**src/hdl/gds_pkg.sv**
```systemverilog
// Shared types, constants and helpers for the Gregorian date stepper.
// Used by gds_leap, gds_alu and gregorian_date_stepper_core; depends on nothing.
`default_nettype none

package gds_pkg;

    // Year register width and field widths
    localparam int YEAR_WIDTH  = 16;
    localparam int LD_YEAR_W   = 16;
    localparam int YEAR_OUT_W  = 16;
    localparam int LOAD_W      = (YEAR_WIDTH > LD_YEAR_W) ? YEAR_WIDTH : LD_YEAR_W;
    localparam int ACTION_W    = 2;
    localparam int LD_MONTH_W  = 8;
    localparam int DAY_W       = 13;
    localparam int MONTH_W     = 9;   // holds the load month - 1 before it is brought into range
    localparam int MONTH_OUT_W = 4;
    localparam int DAY_OUT_W   = 5;
    localparam int MLEN_W      = 5;

    // Stream word layout
    localparam int S_TDATA_W = 40;
    localparam int M_TDATA_W = 32;
    localparam int S_USER_W  = ACTION_W;
    localparam int M_USER_W  = 1;
    localparam int M_PAD_W   = M_TDATA_W - MONTH_OUT_W - DAY_OUT_W - YEAR_OUT_W;

    // Action codes carried in s_tuser
    typedef enum logic [ACTION_W-1:0] {
        ACT_SET = 2'd0,
        ACT_INC = 2'd1,
        ACT_DEC = 2'd2
    } gds_action_t;

    // Operations of the shared day adder
    typedef enum logic [1:0] {
        ALU_INC    = 2'd0,
        ALU_DEC    = 2'd1,
        ALU_BORROW = 2'd2,
        ALU_CARRY  = 2'd3
    } gds_alu_op_t;

    typedef struct packed {
        gds_alu_op_t op;
        logic        year_up;
    } gds_alu_ctrl_t;

    typedef struct packed {
        logic                        day_le0;
        logic                        day_over;
        logic signed [DAY_W-1:0]     day_res;
        logic        [YEAR_WIDTH-1:0] year_res;
        logic                        year_wrap;
    } gds_alu_stat_t;

    // Month indexes (0-based) and month arithmetic constants
    localparam logic [3:0] MONTH_JAN = 4'd0;
    localparam logic [3:0] MONTH_FEB = 4'd1;
    localparam logic [3:0] MONTH_DEC = 4'd11;
    localparam logic signed [MONTH_W-1:0] MONTH_SPAN = 9'sd12;
    localparam logic signed [MONTH_W-1:0] MONTH_LAST = 9'sd11;
    localparam logic signed [MONTH_W-1:0] MONTH_ONE  = 9'sd1;
    localparam logic signed [MONTH_W-1:0] MONTH_ZERO = 9'sd0;

    localparam logic [MLEN_W-1:0] LEAP_FEB_LEN = 5'd29;
    localparam logic [MLEN_W-1:0] MLEN_TAB [12] = '{
        5'd31, 5'd28, 5'd31, 5'd30, 5'd31, 5'd30,
        5'd31, 5'd31, 5'd30, 5'd31, 5'd30, 5'd31
    };

    // Year limits for wrap detection
    localparam logic [YEAR_WIDTH-1:0] YEAR_MAX = {1'b0, {(YEAR_WIDTH-1){1'b1}}};
    localparam logic [YEAR_WIDTH-1:0] YEAR_MIN = {1'b1, {(YEAR_WIDTH-1){1'b0}}};

    // Divide-by-25 through a reciprocal: floor(a * RECIP25 >> SHIFT25) == a / 25
    localparam int SHIFT25 = YEAR_WIDTH + 5;
    localparam int K_W     = YEAR_WIDTH + 1;
    localparam int PROD_W  = YEAR_WIDTH + K_W;
    localparam logic [63:0] RECIP25_FULL = ((64'd1 << SHIFT25) / 64'd25) + 64'd1;
    localparam logic [K_W-1:0] RECIP25   = RECIP25_FULL[K_W-1:0];
    localparam logic [YEAR_WIDTH-1:0] DIV25 = YEAR_WIDTH'(25);

    // Leap-aware month length, m is a 0-based month
    function automatic logic [MLEN_W-1:0] month_len(input logic [3:0] m, input logic leap);
        logic [MLEN_W-1:0] len;
        if (m == MONTH_FEB && leap) begin
            len = LEAP_FEB_LEN;
        end else if (m <= MONTH_DEC) begin
            len = MLEN_TAB[m];
        end else begin
            len = MLEN_TAB[MONTH_JAN];
        end
        return len;
    endfunction

endpackage

`default_nettype wire

```
**src/hdl/gds_leap.sv**
```systemverilog
// Two-stage pipelined leap-year test that follows the year register.
// Depends on gds_pkg (widths, reciprocal constant for divide by 25).
`default_nettype none

module gds_leap (
    input  wire logic                            aclk,
    input  wire logic                            aresetn,
    input  wire logic [gds_pkg::YEAR_WIDTH-1:0]  year_i,
    output logic                                 leap_o
);

    logic [gds_pkg::YEAR_WIDTH-1:0] abs_val;
    logic [gds_pkg::YEAR_WIDTH-1:0] abs_reg;
    logic [gds_pkg::PROD_W-1:0]     prod_next;
    logic [gds_pkg::PROD_W-1:0]     prod_reg;
    logic                           div4_reg;
    logic                           div16_reg;
    logic [gds_pkg::YEAR_WIDTH-1:0] quot;
    logic [gds_pkg::YEAR_WIDTH-1:0] back;
    logic                           div25;
    logic                           leap_next;
    logic                           leap_reg;

    // Stage 1: magnitude and reciprocal multiply
    always_comb begin
        abs_val   = year_i[gds_pkg::YEAR_WIDTH-1] ? (~year_i + 1'b1) : year_i;
        prod_next = gds_pkg::PROD_W'(abs_val) * gds_pkg::PROD_W'(gds_pkg::RECIP25);
    end

    // Stage 2: remainder check, then the century rule
    always_comb begin
        quot      = gds_pkg::YEAR_WIDTH'(prod_reg >> gds_pkg::SHIFT25);
        back      = quot * gds_pkg::DIV25;
        div25     = (back == abs_reg);
        leap_next = div4_reg && (!div25 || div16_reg);
    end

    // Reset values match year 0, which is a leap year
    always_ff @(posedge aclk) begin
        if (!aresetn) begin
            abs_reg   <= '0;
            prod_reg  <= '0;
            div4_reg  <= 1'b1;
            div16_reg <= 1'b1;
            leap_reg  <= 1'b1;
        end else begin
            abs_reg   <= abs_val;
            prod_reg  <= prod_next;
            div4_reg  <= (year_i[1:0] == 2'b00);
            div16_reg <= (year_i[3:0] == 4'b0000);
            leap_reg  <= leap_next;
        end
    end

    assign leap_o = leap_reg;

endmodule

`default_nettype wire

```
**src/hdl/gds_alu.sv**
```systemverilog
// Shared day adder/comparator and year stepper used by the idle, month and walk steps.
// Depends on gds_pkg (ALU control/status structs, month length table).
`default_nettype none

module gds_alu (
    input  wire logic signed [gds_pkg::DAY_W-1:0]      day_i,
    input  wire logic        [3:0]                     month_i,
    input  wire logic                                  leap_i,
    input  wire logic        [gds_pkg::YEAR_WIDTH-1:0] year_i,
    input  wire gds_pkg::gds_alu_ctrl_t                ctrl_i,
    output gds_pkg::gds_alu_stat_t                     stat_o
);

    logic [gds_pkg::MLEN_W-1:0] mlen_cur;
    logic [gds_pkg::MLEN_W-1:0] mlen_prev;
    logic [3:0]                 month_prev;
    logic [gds_pkg::DAY_W-1:0]  opnd;
    logic                       sub;

    // Lengths of this month and of the one before it
    always_comb begin
        month_prev = (month_i == gds_pkg::MONTH_JAN) ? gds_pkg::MONTH_DEC : (month_i - 4'd1);
        mlen_cur   = gds_pkg::month_len(month_i, leap_i);
        mlen_prev  = gds_pkg::month_len(month_prev, leap_i);
    end

    // Operand select for the single add/subtract
    always_comb begin
        case (ctrl_i.op)
            gds_pkg::ALU_INC: begin
                opnd = gds_pkg::DAY_W'(1);
                sub  = 1'b0;
            end
            gds_pkg::ALU_DEC: begin
                opnd = gds_pkg::DAY_W'(1);
                sub  = 1'b1;
            end
            gds_pkg::ALU_BORROW: begin
                opnd = gds_pkg::DAY_W'(mlen_prev);
                sub  = 1'b0;
            end
            default: begin
                opnd = gds_pkg::DAY_W'(mlen_cur);
                sub  = 1'b1;
            end
        endcase
    end

    // Day add and range compare, year step with wrap flag
    always_comb begin
        stat_o.day_res  = day_i + $signed(sub ? ~opnd : opnd) + $signed(gds_pkg::DAY_W'(sub));
        stat_o.day_le0  = day_i[gds_pkg::DAY_W-1] || (day_i == '0);
        stat_o.day_over = !day_i[gds_pkg::DAY_W-1]
                          && (gds_pkg::DAY_W'(day_i) > gds_pkg::DAY_W'(mlen_cur));
        if (ctrl_i.year_up) begin
            stat_o.year_res  = year_i + gds_pkg::YEAR_WIDTH'(1);
            stat_o.year_wrap = (year_i == gds_pkg::YEAR_MAX);
        end else begin
            stat_o.year_res  = year_i - gds_pkg::YEAR_WIDTH'(1);
            stat_o.year_wrap = (year_i == gds_pkg::YEAR_MIN);
        end
    end

endmodule

`default_nettype wire

```
**src/hdl/gregorian_date_stepper_core.sv**
```systemverilog
// Gregorian date stepper: keeps a date and applies set / +1 day / -1 day words.
//
// Input channel s_*: one word per action. s_tuser holds the action code (set,
// increment, decrement); s_tdata holds the load month, day and year. Output
// channel m_*: one word per action with the normalized date and a year-wrap flag.
// A sequencer drives one shared day adder and year stepper; a two-stage leap
// test tracks the year register. s_tready is high only while no word is in work.
// Increment/decrement: the day is stepped on acceptance; the walk step then
// moves the month while the day is out of range (via the wait step when the
// year changes) and the word is delivered. A new word is taken only once the
// last has entered the output register. Set: one month step per year of month
// carry, a wait step, then one walk step per month walked by the day adder
// (plus a wait per year crossed), a range check, delivery; the walk dominates.
// Results sit in an output register; while the receiver stalls, the next word
// may still be accepted and worked on, and it waits at delivery until the
// register frees up. Reset (aresetn low, synchronous) gives 1 January year 0,
// an empty output register and an idle sequencer.
// Month-length table and leap rule are proleptic Gregorian with signed years.
`default_nettype none

module gregorian_date_stepper_core (
    input  wire logic                            aclk,
    input  wire logic                            aresetn,
    input  wire logic                            s_tvalid,
    output logic                                 s_tready,
    // [7:0] ld_month, [20:8] ld_day, [36:21] ld_year, [39:37] zero
    input  wire logic [gds_pkg::S_TDATA_W-1:0]   s_tdata,
    // [1:0] action
    input  wire logic [gds_pkg::S_USER_W-1:0]    s_tuser,
    output logic                                 m_tvalid,
    input  wire logic                            m_tready,
    // [3:0] month_out, [8:4] day_out, [24:9] year_out, [31:25] zero
    output logic [gds_pkg::M_TDATA_W-1:0]        m_tdata,
    // [0] year_wrapped
    output logic [gds_pkg::M_USER_W-1:0]         m_tuser
);

    typedef enum logic [2:0] {
        ST_IDLE,
        ST_MONTH,
        ST_WAIT,
        ST_WALK,
        ST_FINISH
    } state_t;

    state_t state_reg, state_next;

    logic signed [gds_pkg::MONTH_W-1:0]    month_reg, month_next;
    logic signed [gds_pkg::DAY_W-1:0]      day_reg, day_next;
    logic        [gds_pkg::YEAR_WIDTH-1:0] year_reg, year_next;
    logic                                  wrap_reg, wrap_next;
    logic                                  m_tvalid_reg, m_tvalid_next;
    logic        [gds_pkg::M_TDATA_W-1:0]  m_tdata_reg, m_tdata_next;
    logic        [gds_pkg::M_USER_W-1:0]   m_tuser_reg, m_tuser_next;

    logic                                   s_accept;
    gds_pkg::gds_action_t                   in_action;
    logic signed [gds_pkg::LD_MONTH_W-1:0]  in_month;
    logic signed [gds_pkg::DAY_W-1:0]       in_day;
    logic signed [gds_pkg::LD_YEAR_W-1:0]   in_year;
    logic signed [gds_pkg::LOAD_W-1:0]      year_wide;
    logic        [gds_pkg::YEAR_WIDTH-1:0]  year_fit;
    logic                                   load_wrap;
    logic        [3:0]                      month_idx;
    logic                                   day_nonpos;
    logic                                   leap;
    gds_pkg::gds_alu_ctrl_t                 alu_ctrl;
    gds_pkg::gds_alu_stat_t                 alu_stat;
    logic        [gds_pkg::MONTH_OUT_W-1:0] month_out;

    // Word unpack and year fit on load
    always_comb begin
        in_action = gds_pkg::gds_action_t'(s_tuser);
        in_month  = s_tdata[7:0];
        in_day    = s_tdata[20:8];
        in_year   = s_tdata[36:21];
        year_wide = gds_pkg::LOAD_W'(in_year);
        year_fit  = gds_pkg::YEAR_WIDTH'(year_wide);
        load_wrap = (gds_pkg::LOAD_W'($signed(year_fit)) != year_wide);
    end

    assign s_tready   = (state_reg == ST_IDLE);
    assign s_accept   = s_tvalid && s_tready;
    assign month_idx  = month_reg[3:0];
    assign day_nonpos = day_reg[gds_pkg::DAY_W-1] || (day_reg == '0);

    gds_leap u_leap (
        .aclk    (aclk),
        .aresetn (aresetn),
        .year_i  (year_reg),
        .leap_o  (leap)
    );

    // Shared unit control
    always_comb begin
        alu_ctrl.op      = gds_pkg::ALU_INC;
        alu_ctrl.year_up = 1'b1;
        unique case (state_reg)
            ST_IDLE: begin
                alu_ctrl.op = (in_action == gds_pkg::ACT_DEC) ? gds_pkg::ALU_DEC
                                                             : gds_pkg::ALU_INC;
            end
            ST_MONTH: begin
                alu_ctrl.year_up = !month_reg[gds_pkg::MONTH_W-1];
            end
            ST_WALK: begin
                alu_ctrl.op      = day_nonpos ? gds_pkg::ALU_BORROW : gds_pkg::ALU_CARRY;
                alu_ctrl.year_up = !day_nonpos;
            end
            default: begin
                alu_ctrl.op = gds_pkg::ALU_INC;
            end
        endcase
    end

    gds_alu u_alu (
        .day_i   (day_reg),
        .month_i (month_idx),
        .leap_i  (leap),
        .year_i  (year_reg),
        .ctrl_i  (alu_ctrl),
        .stat_o  (alu_stat)
    );

    assign month_out = month_idx + 4'd1;

    // Sequencer
    always_comb begin
        state_next    = state_reg;
        month_next    = month_reg;
        day_next      = day_reg;
        year_next     = year_reg;
        wrap_next     = wrap_reg;
        m_tvalid_next = m_tvalid_reg && !m_tready;
        m_tdata_next  = m_tdata_reg;
        m_tuser_next  = m_tuser_reg;
        unique case (state_reg)
            ST_IDLE: begin
                if (s_accept) begin
                    wrap_next = 1'b0;
                    unique case (in_action)
                        gds_pkg::ACT_SET: begin
                            month_next = gds_pkg::MONTH_W'(in_month) - gds_pkg::MONTH_ONE;
                            day_next   = in_day;
                            year_next  = year_fit;
                            wrap_next  = load_wrap;
                            state_next = ST_MONTH;
                        end
                        gds_pkg::ACT_INC, gds_pkg::ACT_DEC: begin
                            day_next   = alu_stat.day_res;
                            state_next = ST_WALK;
                        end
                        default: begin
                            state_next = ST_FINISH;
                        end
                    endcase
                end
            end
            // Bring the month into 0..11, one year per step
            ST_MONTH: begin
                if (month_reg < gds_pkg::MONTH_ZERO) begin
                    month_next = month_reg + gds_pkg::MONTH_SPAN;
                    year_next  = alu_stat.year_res;
                    wrap_next  = wrap_reg || alu_stat.year_wrap;
                end else if (month_reg > gds_pkg::MONTH_LAST) begin
                    month_next = month_reg - gds_pkg::MONTH_SPAN;
                    year_next  = alu_stat.year_res;
                    wrap_next  = wrap_reg || alu_stat.year_wrap;
                end else begin
                    state_next = ST_WAIT;
                end
            end
            // Let the leap pipeline catch up with a new year
            ST_WAIT: begin
                state_next = ST_WALK;
            end
            // Walk the day one month per step
            ST_WALK: begin
                if (alu_stat.day_le0) begin
                    day_next = alu_stat.day_res;
                    if (month_idx == gds_pkg::MONTH_JAN) begin
                        month_next = gds_pkg::MONTH_LAST;
                        year_next  = alu_stat.year_res;
                        wrap_next  = wrap_reg || alu_stat.year_wrap;
                        state_next = ST_WAIT;
                    end else begin
                        month_next = month_reg - gds_pkg::MONTH_ONE;
                    end
                end else if (alu_stat.day_over) begin
                    day_next = alu_stat.day_res;
                    if (month_idx == gds_pkg::MONTH_DEC) begin
                        month_next = gds_pkg::MONTH_ZERO;
                        year_next  = alu_stat.year_res;
                        wrap_next  = wrap_reg || alu_stat.year_wrap;
                        state_next = ST_WAIT;
                    end else begin
                        month_next = month_reg + gds_pkg::MONTH_ONE;
                    end
                end else begin
                    state_next = ST_FINISH;
                end
            end
            // Deliver once the output register is free
            ST_FINISH: begin
                if (!m_tvalid_reg || m_tready) begin
                    m_tvalid_next = 1'b1;
                    m_tdata_next  = {{gds_pkg::M_PAD_W{1'b0}},
                                     gds_pkg::YEAR_OUT_W'(year_reg),
                                     day_reg[gds_pkg::DAY_OUT_W-1:0],
                                     month_out};
                    m_tuser_next  = wrap_reg;
                    state_next    = ST_IDLE;
                end
            end
            default: begin
                state_next = ST_IDLE;
            end
        endcase
    end

    // State and registered outputs
    always_ff @(posedge aclk) begin
        if (!aresetn) begin
            state_reg    <= ST_IDLE;
            month_reg    <= gds_pkg::MONTH_ZERO;
            day_reg      <= gds_pkg::DAY_W'(1);
            year_reg     <= '0;
            wrap_reg     <= 1'b0;
            m_tvalid_reg <= 1'b0;
        end else begin
            state_reg    <= state_next;
            month_reg    <= month_next;
            day_reg      <= day_next;
            year_reg     <= year_next;
            wrap_reg     <= wrap_next;
            m_tvalid_reg <= m_tvalid_next;
        end
        m_tdata_reg <= m_tdata_next;
        m_tuser_reg <= m_tuser_next;
    end

    assign m_tvalid = m_tvalid_reg;
    assign m_tdata  = m_tdata_reg;
    assign m_tuser  = m_tuser_reg;

    // Month index is in range whenever days are walked
    a_walk_month: assert property (@(posedge aclk) disable iff (!aresetn)
        (state_reg == ST_WALK) |-> (!month_reg[gds_pkg::MONTH_W-1] &&
                                    month_reg <= gds_pkg::MONTH_LAST))
        else $error("month out of range during day walk");

    // Delivered month is 1..12 and delivered day is nonzero
    a_out_date: assert property (@(posedge aclk) disable iff (!aresetn)
        m_tvalid_reg |-> (m_tdata_reg[3:0] != 4'd0 && m_tdata_reg[3:0] <= 4'd12 &&
                          m_tdata_reg[8:4] != 5'd0))
        else $error("output date out of range");

    // A finished word reaches the output register and frees the input
    a_deliver: assert property (@(posedge aclk) disable iff (!aresetn)
        (state_reg == ST_FINISH && (!m_tvalid_reg || m_tready))
            |=> (m_tvalid_reg && state_reg == ST_IDLE))
        else $error("finished word not delivered");

    // Day ticks go straight to the walk step
    a_tick_walk: assert property (@(posedge aclk) disable iff (!aresetn)
        (s_accept && (in_action == gds_pkg::ACT_INC || in_action == gds_pkg::ACT_DEC))
            |=> (state_reg == ST_WALK))
        else $error("day tick did not start walk");

endmodule

`default_nettype wire

```
**config.mk**
```make
export PLATFORM = sky130hd
export DESIGN_NAME = gregorian_date_stepper_core
export DESIGN_NICKNAME = d
export VERILOG_FILES = /design/src/hdl/gds_pkg.sv /design/src/hdl/gds_leap.sv /design/src/hdl/gds_alu.sv /design/src/hdl/gregorian_date_stepper_core.sv
export SDC_FILE = /design/constraint.sdc
export NUM_CORES = 1
export LEC_CHECK = 0
export BUFFER_PORTS_ARGS = -buffer_cell sky130_fd_sc_hd__buf_2
export CAP_MARGIN = 0
export CORE_MARGIN = 1.5
export CORE_UTILIZATION = 53
export DETAILED_ROUTE_END_ITERATION = 8
export PLACE_DENSITY_LB_ADDON = 0.3
export REMOVE_ABC_BUFFERS = 1
export SLEW_MARGIN = 20
export SYNTH_ARGS = -nofsm -noshare
export SYNTH_HDL_FRONTEND = slang
export SYNTH_HIERARCHICAL = 1
export SYNTH_SLANG_ARGS = --single-unit
```
**constraint.sdc**
```tcl
create_clock -name aclk -period 13.55 [get_ports aclk]
set_input_delay 1.355 -clock aclk [delete_from_list [all_inputs] [get_ports aclk]]
set_output_delay 1.355 -clock aclk [all_outputs]
set_load 0.1 [all_outputs]
```
**Yosys cells after proc, flatten, opt, wreduce, memory -nomap -nowiden**

Memory sizes are Yosys's and may differ from the RTL's.
Index checks and enable logic that the tools add are counted.

- Register bits: 121
- Bits in read-only memories: 160
- Bits of input ports: 46
- Output and inout port bits: 35
- Word-level logic and storage cells: 160
- Memories kept: 2

- $add $sub $neg: 12
- $mul: 2
- Magnitude comparators: 7
- Equality and inequality tests: 25
- Multiplexer cells: 61
- Bitwise logic cells: 4
- Reduce and logical (&&, ||, !) cells: 34

Memory list:

| memory | words | width | read ports | clocked after memory_dff | wr ports | RTL line | text |
|---|---|---|---|---|---|---|---|
| (no name shown) | 16 | 5 | 1 | 0 | 0 | gds_pkg.sv:88 | `len = MLEN_TAB[m];` |
| (no name shown) | 16 | 5 | 1 | 0 | 0 | gds_pkg.sv:88 |  |

Operator list:

| cell | number |
|---|---|
| 16-bit 2-to-1 mux | 9 |
| 9-bit 2-to-1 mux | 8 |
| 13-bit 2-to-1 mux | 4 |
| 13-bit case mux with 2 select lines | 2 |
| 16-bit case mux with 3 select lines | 1 |
| 5-bit 2-to-1 mux | 8 |
| 16-bit by 17-bit multiplier with 33-bit output, second input constant | 1 |
| 16-bit by 1-bit adder with 16-bit output, second input constant | 2 |
| 9-bit case mux with 3 select lines | 1 |
| 3-bit 2-to-1 mux | 8 |
| 17-bit 2-to-1 mux | 1 |
| 16-bit by 15-bit equality test with 1-bit output, second input constant | 1 |
| 16-bit equality test | 1 |
| 16-bit equality test, second input constant | 1 |
| 12-bit by 5-bit multiplier with 16-bit output, second input constant | 1 |
| 16-bit NOT | 1 |
| 16-bit by 1-bit subtractor with 16-bit output, second input constant | 1 |
| 3-bit case mux with 5 select lines | 1 |
| 13-bit adder | 1 |
| 13-bit by 2-bit adder with 13-bit output | 1 |
| 13-bit by 5-bit greater-than comparator with 1-bit output | 1 |
| 13-bit logical NOT | 1 |
| 5-bit NOT with 13-bit output | 1 |
| 1-bit 2-to-1 mux | 12 |
| 44 further kinds | 76 |

**Longest topological paths before layout**

- Word-level depth: 16
- Gate-level depth with buffers: 26
- Mapped depth without buffers: 25

**Modules after synthesis**

The synthesis kept the hierarchy.

By module, submodules not included:

| module | times used | cells each | area each (um^2) | seq. area each (um^2) |
|---|---|---|---|---|
| gds_leap | 1 | 837 | 7691.1 | 620.6 |
| gregorian_date_stepper_core | 1 | 412 | 3906.2 | 1641.6 |
| gds_alu | 1 | 217 | 1676.6 | 0.0 |

**Worst setup path before layout**

Ideal clock, no wire load.

- Kind: reg-to-reg
- Start: register year_reg[0] (netlist name)
- End: register u_leap/prod_reg[31] (netlist name)
- Library setup time: 0.063 ns
- Arrival time: 7.674 ns
- Data required time: 13.487 ns
- Path slack: 5.813 ns
- Cell stages (with the launch flop): 24
- Path buffers: 0
- Period minus slack after synthesis: 7.737 ns
- Cells stage by stage: dfxtp_1 -> inv_1 -> ha_1 -> or3b_4 -> or4_1 -> or4_4 -> o21ai_2 -> xor2_1 -> inv_1 -> ha_1 -> inv_1 -> fa_1 -> fa_1 -> inv_1 -> fa_1 -> fa_1 -> fa_1 -> ha_1 -> nand4_1 -> or4_1 -> or2_2 -> o22a_1 -> a2111o_1 -> nand3_1

- Longest elaborated chain between the ends: 4

RTL lines:

| element | RTL line | text |
|---|---|---|
| from (decl) | gregorian_date_stepper_core.sv:50 | `logic [gds_pkg::YEAR_WIDTH-1:0] year_reg, year_next;` |
| from (signal assigned) | gregorian_date_stepper_core.sv:234 | `year_reg <= year_next;` |
| 16-bit NOT | gds_leap.sv:26 | `abs_val = year_i[gds_pkg::YEAR_WIDTH-1] ? (~year_i + 1'b1) : year_i;` |
| 16-bit by 1-bit adder with 16-bit output | gds_leap.sv:26 |  |
| 16-bit 2-to-1 mux | gds_leap.sv:26 |  |
| via u_leap.abs_val, one bit | gds_leap.sv:12 | `logic [gds_pkg::YEAR_WIDTH-1:0] abs_val;` |
| 16-bit by 17-bit multiplier with 33-bit output | gds_leap.sv:27 | `prod_next = gds_pkg::PROD_W'(abs_val) * gds_pkg::PROD_W'(gds_pkg::RECIP25);` |
| to (signal assigned) | gds_leap.sv:48 | `prod_reg <= prod_next;` |
| to (decl) | gds_leap.sv:15 | `logic [gds_pkg::PROD_W-1:0] prod_reg;` |

The timed path passes the listed nets, and every way through them passes these cells.
A chain may end at the register's enable or synchronous reset.

**Final worst setup path**

- Start: register year_reg[0] (netlist name)
- End: register u_leap/prod_reg[30] (netlist name)

Same word-level chain as after synthesis.

==> summary.txt <==
Outcome
  – Outcome: completed

Cells and area
  – Max reg flops: 25
  – Diode count: 0
  – Post-layout instance area: between 10000 and 15000 µm²
  – Area of the multi-input gates: 9921 µm²
  – Final #Nets: ~1.9k
  – Non-Filler Instances: ~1.8k
  – Fraction of layout instances using a drive strength above 1: under 10%
  – Layout area overhead: 6.645%
  – Register area: between 2000 and 2500 µm²
  – Filler cells: roughly 2.2k

Worst setup path
  – Worst endpoint required time: about 14000 ps
  – WS Path Type: flip-flop to flip-flop
  – CP dominant cell by count: fa_1
  – Worst EP arrival: between 8000 and 9000 ps
  – Critical path's largest stage delay: between 600 and 700 ps
  – Slowest CP cell: a2111oi_0
  – Crit. End Element: flip-flop
  – Peak fanout along the critical path: 6
  – CP top delay family: adder cells
  – CP startpoint: year_reg[0]$_SDFFE_PN0P_
  – Worst path cell trace: inv_1, ha_1, or3b_4, or4_1, or4_4, o21ai_2, xor2_1, inv_1, ha_1, inv_1, fa_1, fa_1, inv_1, fa_1, fa_1, fa_1, ha_1, nand4_1, or2_2, or2_2, a2111oi_0, nor4_1, nor3_1
  – Reg-to-Reg Start: year_reg[0]$_SDFFE_PN0P_
  – Crit path buf inv count: 4
  – Setup crit start kind: flip-flop

Clock tree
  – Cts bufs inserted: 9
  – Post-CTS resize count: 0
  – TritonCTS clock tree: built
  – Worst-path clk slew: ~70 ps
  – CTS root buffer: clkbuf_16
  – H-tree Lvls: 3
  – Clock Latency Late Sink: about 350 ps
  – CTS hold repair buffers: 0
  – Clk sink count: 100
  – CTS max path bufs: 2
  – Postcts setup bufs: 0

Drt
  – Iteration-0 DRC Markers: approximately 570
  – Final WL: 31040 µm
  – Final ANT Viol Nets: 0
  – Vias per cell: approximately 5.7
  – Initial DRT Pass Iterations: 5
  – Routed len/inst: 16.79 µm
  – # DRC: 0
  – Via count: 10.59k

Global routing
  – Vias in the first global route: around 11k
  – All-Layer GR Usage: between 20% and 30%
  – Met3 usage: 3.826%
  – GR Util met2: 41.58%
  – First-pass GRT wire length: slightly above 50000 µm
  – Grt total ovfl: 0
  – Met1 global-route usage: 33.51%
  – Initial antenna violation count: 0
  – Busiest grt layer: met2
  – Largest net degree at the start of global routing: 42

Synthesis
  – Cell taking the most area after synthesis: ha_1
  – Post-synth ARST share: 0%
  – Top FF cell, synth: dfxtp_1
  – Yosys top cell area share: about a fifth
  – Syn avg cell area: approximately 9.1 µm²
  – Yosys cell types: 95
  – Post-synth top cells: inv_1, ha_1, fa_1, nand2_1, dfxtp_1
  – Top-count cell post-synth: inv_1
  – Post-Syn Area: approximately 13000 µm²
  – Number of synthesized register bits: 100
  – Seq/Total Area, Yosys: between 10% and 20%
  – Synth top area cells: ha_1, fa_1, dfxtp_1
  – Synth warn: 6
  – Post-synth EDFFs: 26
  – Post-Synthesis Cells: approximately 1.5k

Placement
  – GPL Wtd Cong: between 0.9 and 1
  – HPWL after DPL: 25130 µm
  – Placed insts: between 1.5k and 2k
  – DP Area: roughly 14000 µm²
  – Pre-CTS setup slack: between 5000 and 6000 ps
  – Port bufs: 70

Run
  – Max Cap Viol: 0

STA
  – RSZ-0062 raised after global routing: false
  – Max-slew headroom: between 20% and 30%
  – Slew Limit Fails: 0
  – Final hold vios: 0
  – Fmax: between 100 and 150 MHz
  – Tightest Pin Transition: between 1000 and 1500 ps
  – Final period util: about 63%
  – Final setup vio count: 0
  – Setup TNS: 0 ps
  – Clock skew: between 10 and 15 ps
  – Worst Slack Setup Final: approximately 5000 ps
  – Crit path time final: 8506 ps

Floorplanning
  – Row count: between 50 and 60
  – I/O pin total: 81
  – Die H: 161.3 µm
  – Starting Density: a little over half
  – Total core area: approximately 24000 µm²
  – Die width: approximately 160 µm
  – DIE AREA: ~26000 µm²

Hold path
  – HP Start: wrap_reg$_SDFFE_PN0P_
  – Worst Hold Class: flip-flop to flip-flop
[path summary, 6_finish.rpt]
path	endpoint	slack (ps)	cells after the start
max reg2reg	u_leap/prod_reg[30]$_SDFF_PN0_	5040	23
min reg2reg	m_tuser$_DFFE_PP_	450	0
min	m_tuser$_DFFE_PP_	450	0
max	u_leap/prod_reg[30]$_SDFF_PN0_	5040	23
[per-stage QoR]
step                      utilization [%]  hold WS (ps)
final                               57.87         453.2
after detailed placement            56.73         437.1
after floorplan                         -         408.5
after CTS                           57.87         445.9
after global placement              56.73         424.3
after global routing                57.87         459.9
[layout by cell type (no fill, tap or decap), types with 13 or more instances in the layout]
cell type and n:
a21o_1 28, a21oi_1 73, buf_2 70, dfxtp_1 74, edfxtp_1 26, fa_1 107
ha_1 215, inv_1 229, mux2i_1 26, nand2_1 107, nand2b_1 13, nand3_1 24
nand4_1 27, nor2_1 56, nor3_1 29, o211a_1 31, o211ai_1 14, o21ai_0 42
xnor2_1 41, xor2_1 32
[cell families (layout without fill, tap and decap cells)]
kind of cell | after synthesis | in the layout | share of synthesized area, %
simple gates | 364 | 364 | 14.50
fa+ha+maj | 322 | 322 | 36.40
compound gates | 303 | 303 | 16.55
buf+inv | 274 | 327 | 8.408
flops | 100 | 100 | 17.04
xor+xnor | 74 | 74 | 4.939
mux | 28 | 28 | 2.130
other cells | 1 | 7 | 0.02825
[per-layer routing]
| layer | vias up | part of all wire, % |
|---|---|---|
| li1 | 5218 | - |
| met1 | 5072 | 46 |
| met2 | 264 | 47 |
| met3 | 38 | 4.9 |
| met4 | 0 | 2.0 |
| met5 | - | 0 |
[cell type report]
type,instances,share of cell area (%)
multi-input cells,1098,70.08
flip-flops and latches,100,15.98
inverters,232,6.152
repair buffers,79,2.952
well taps,324,2.864
clock buffers,11,1.715
clock inverters,5,0.2563
Power is not shown: default switching activity piles up to over one toggle a cycle in this logic, so the estimate is an artifact.
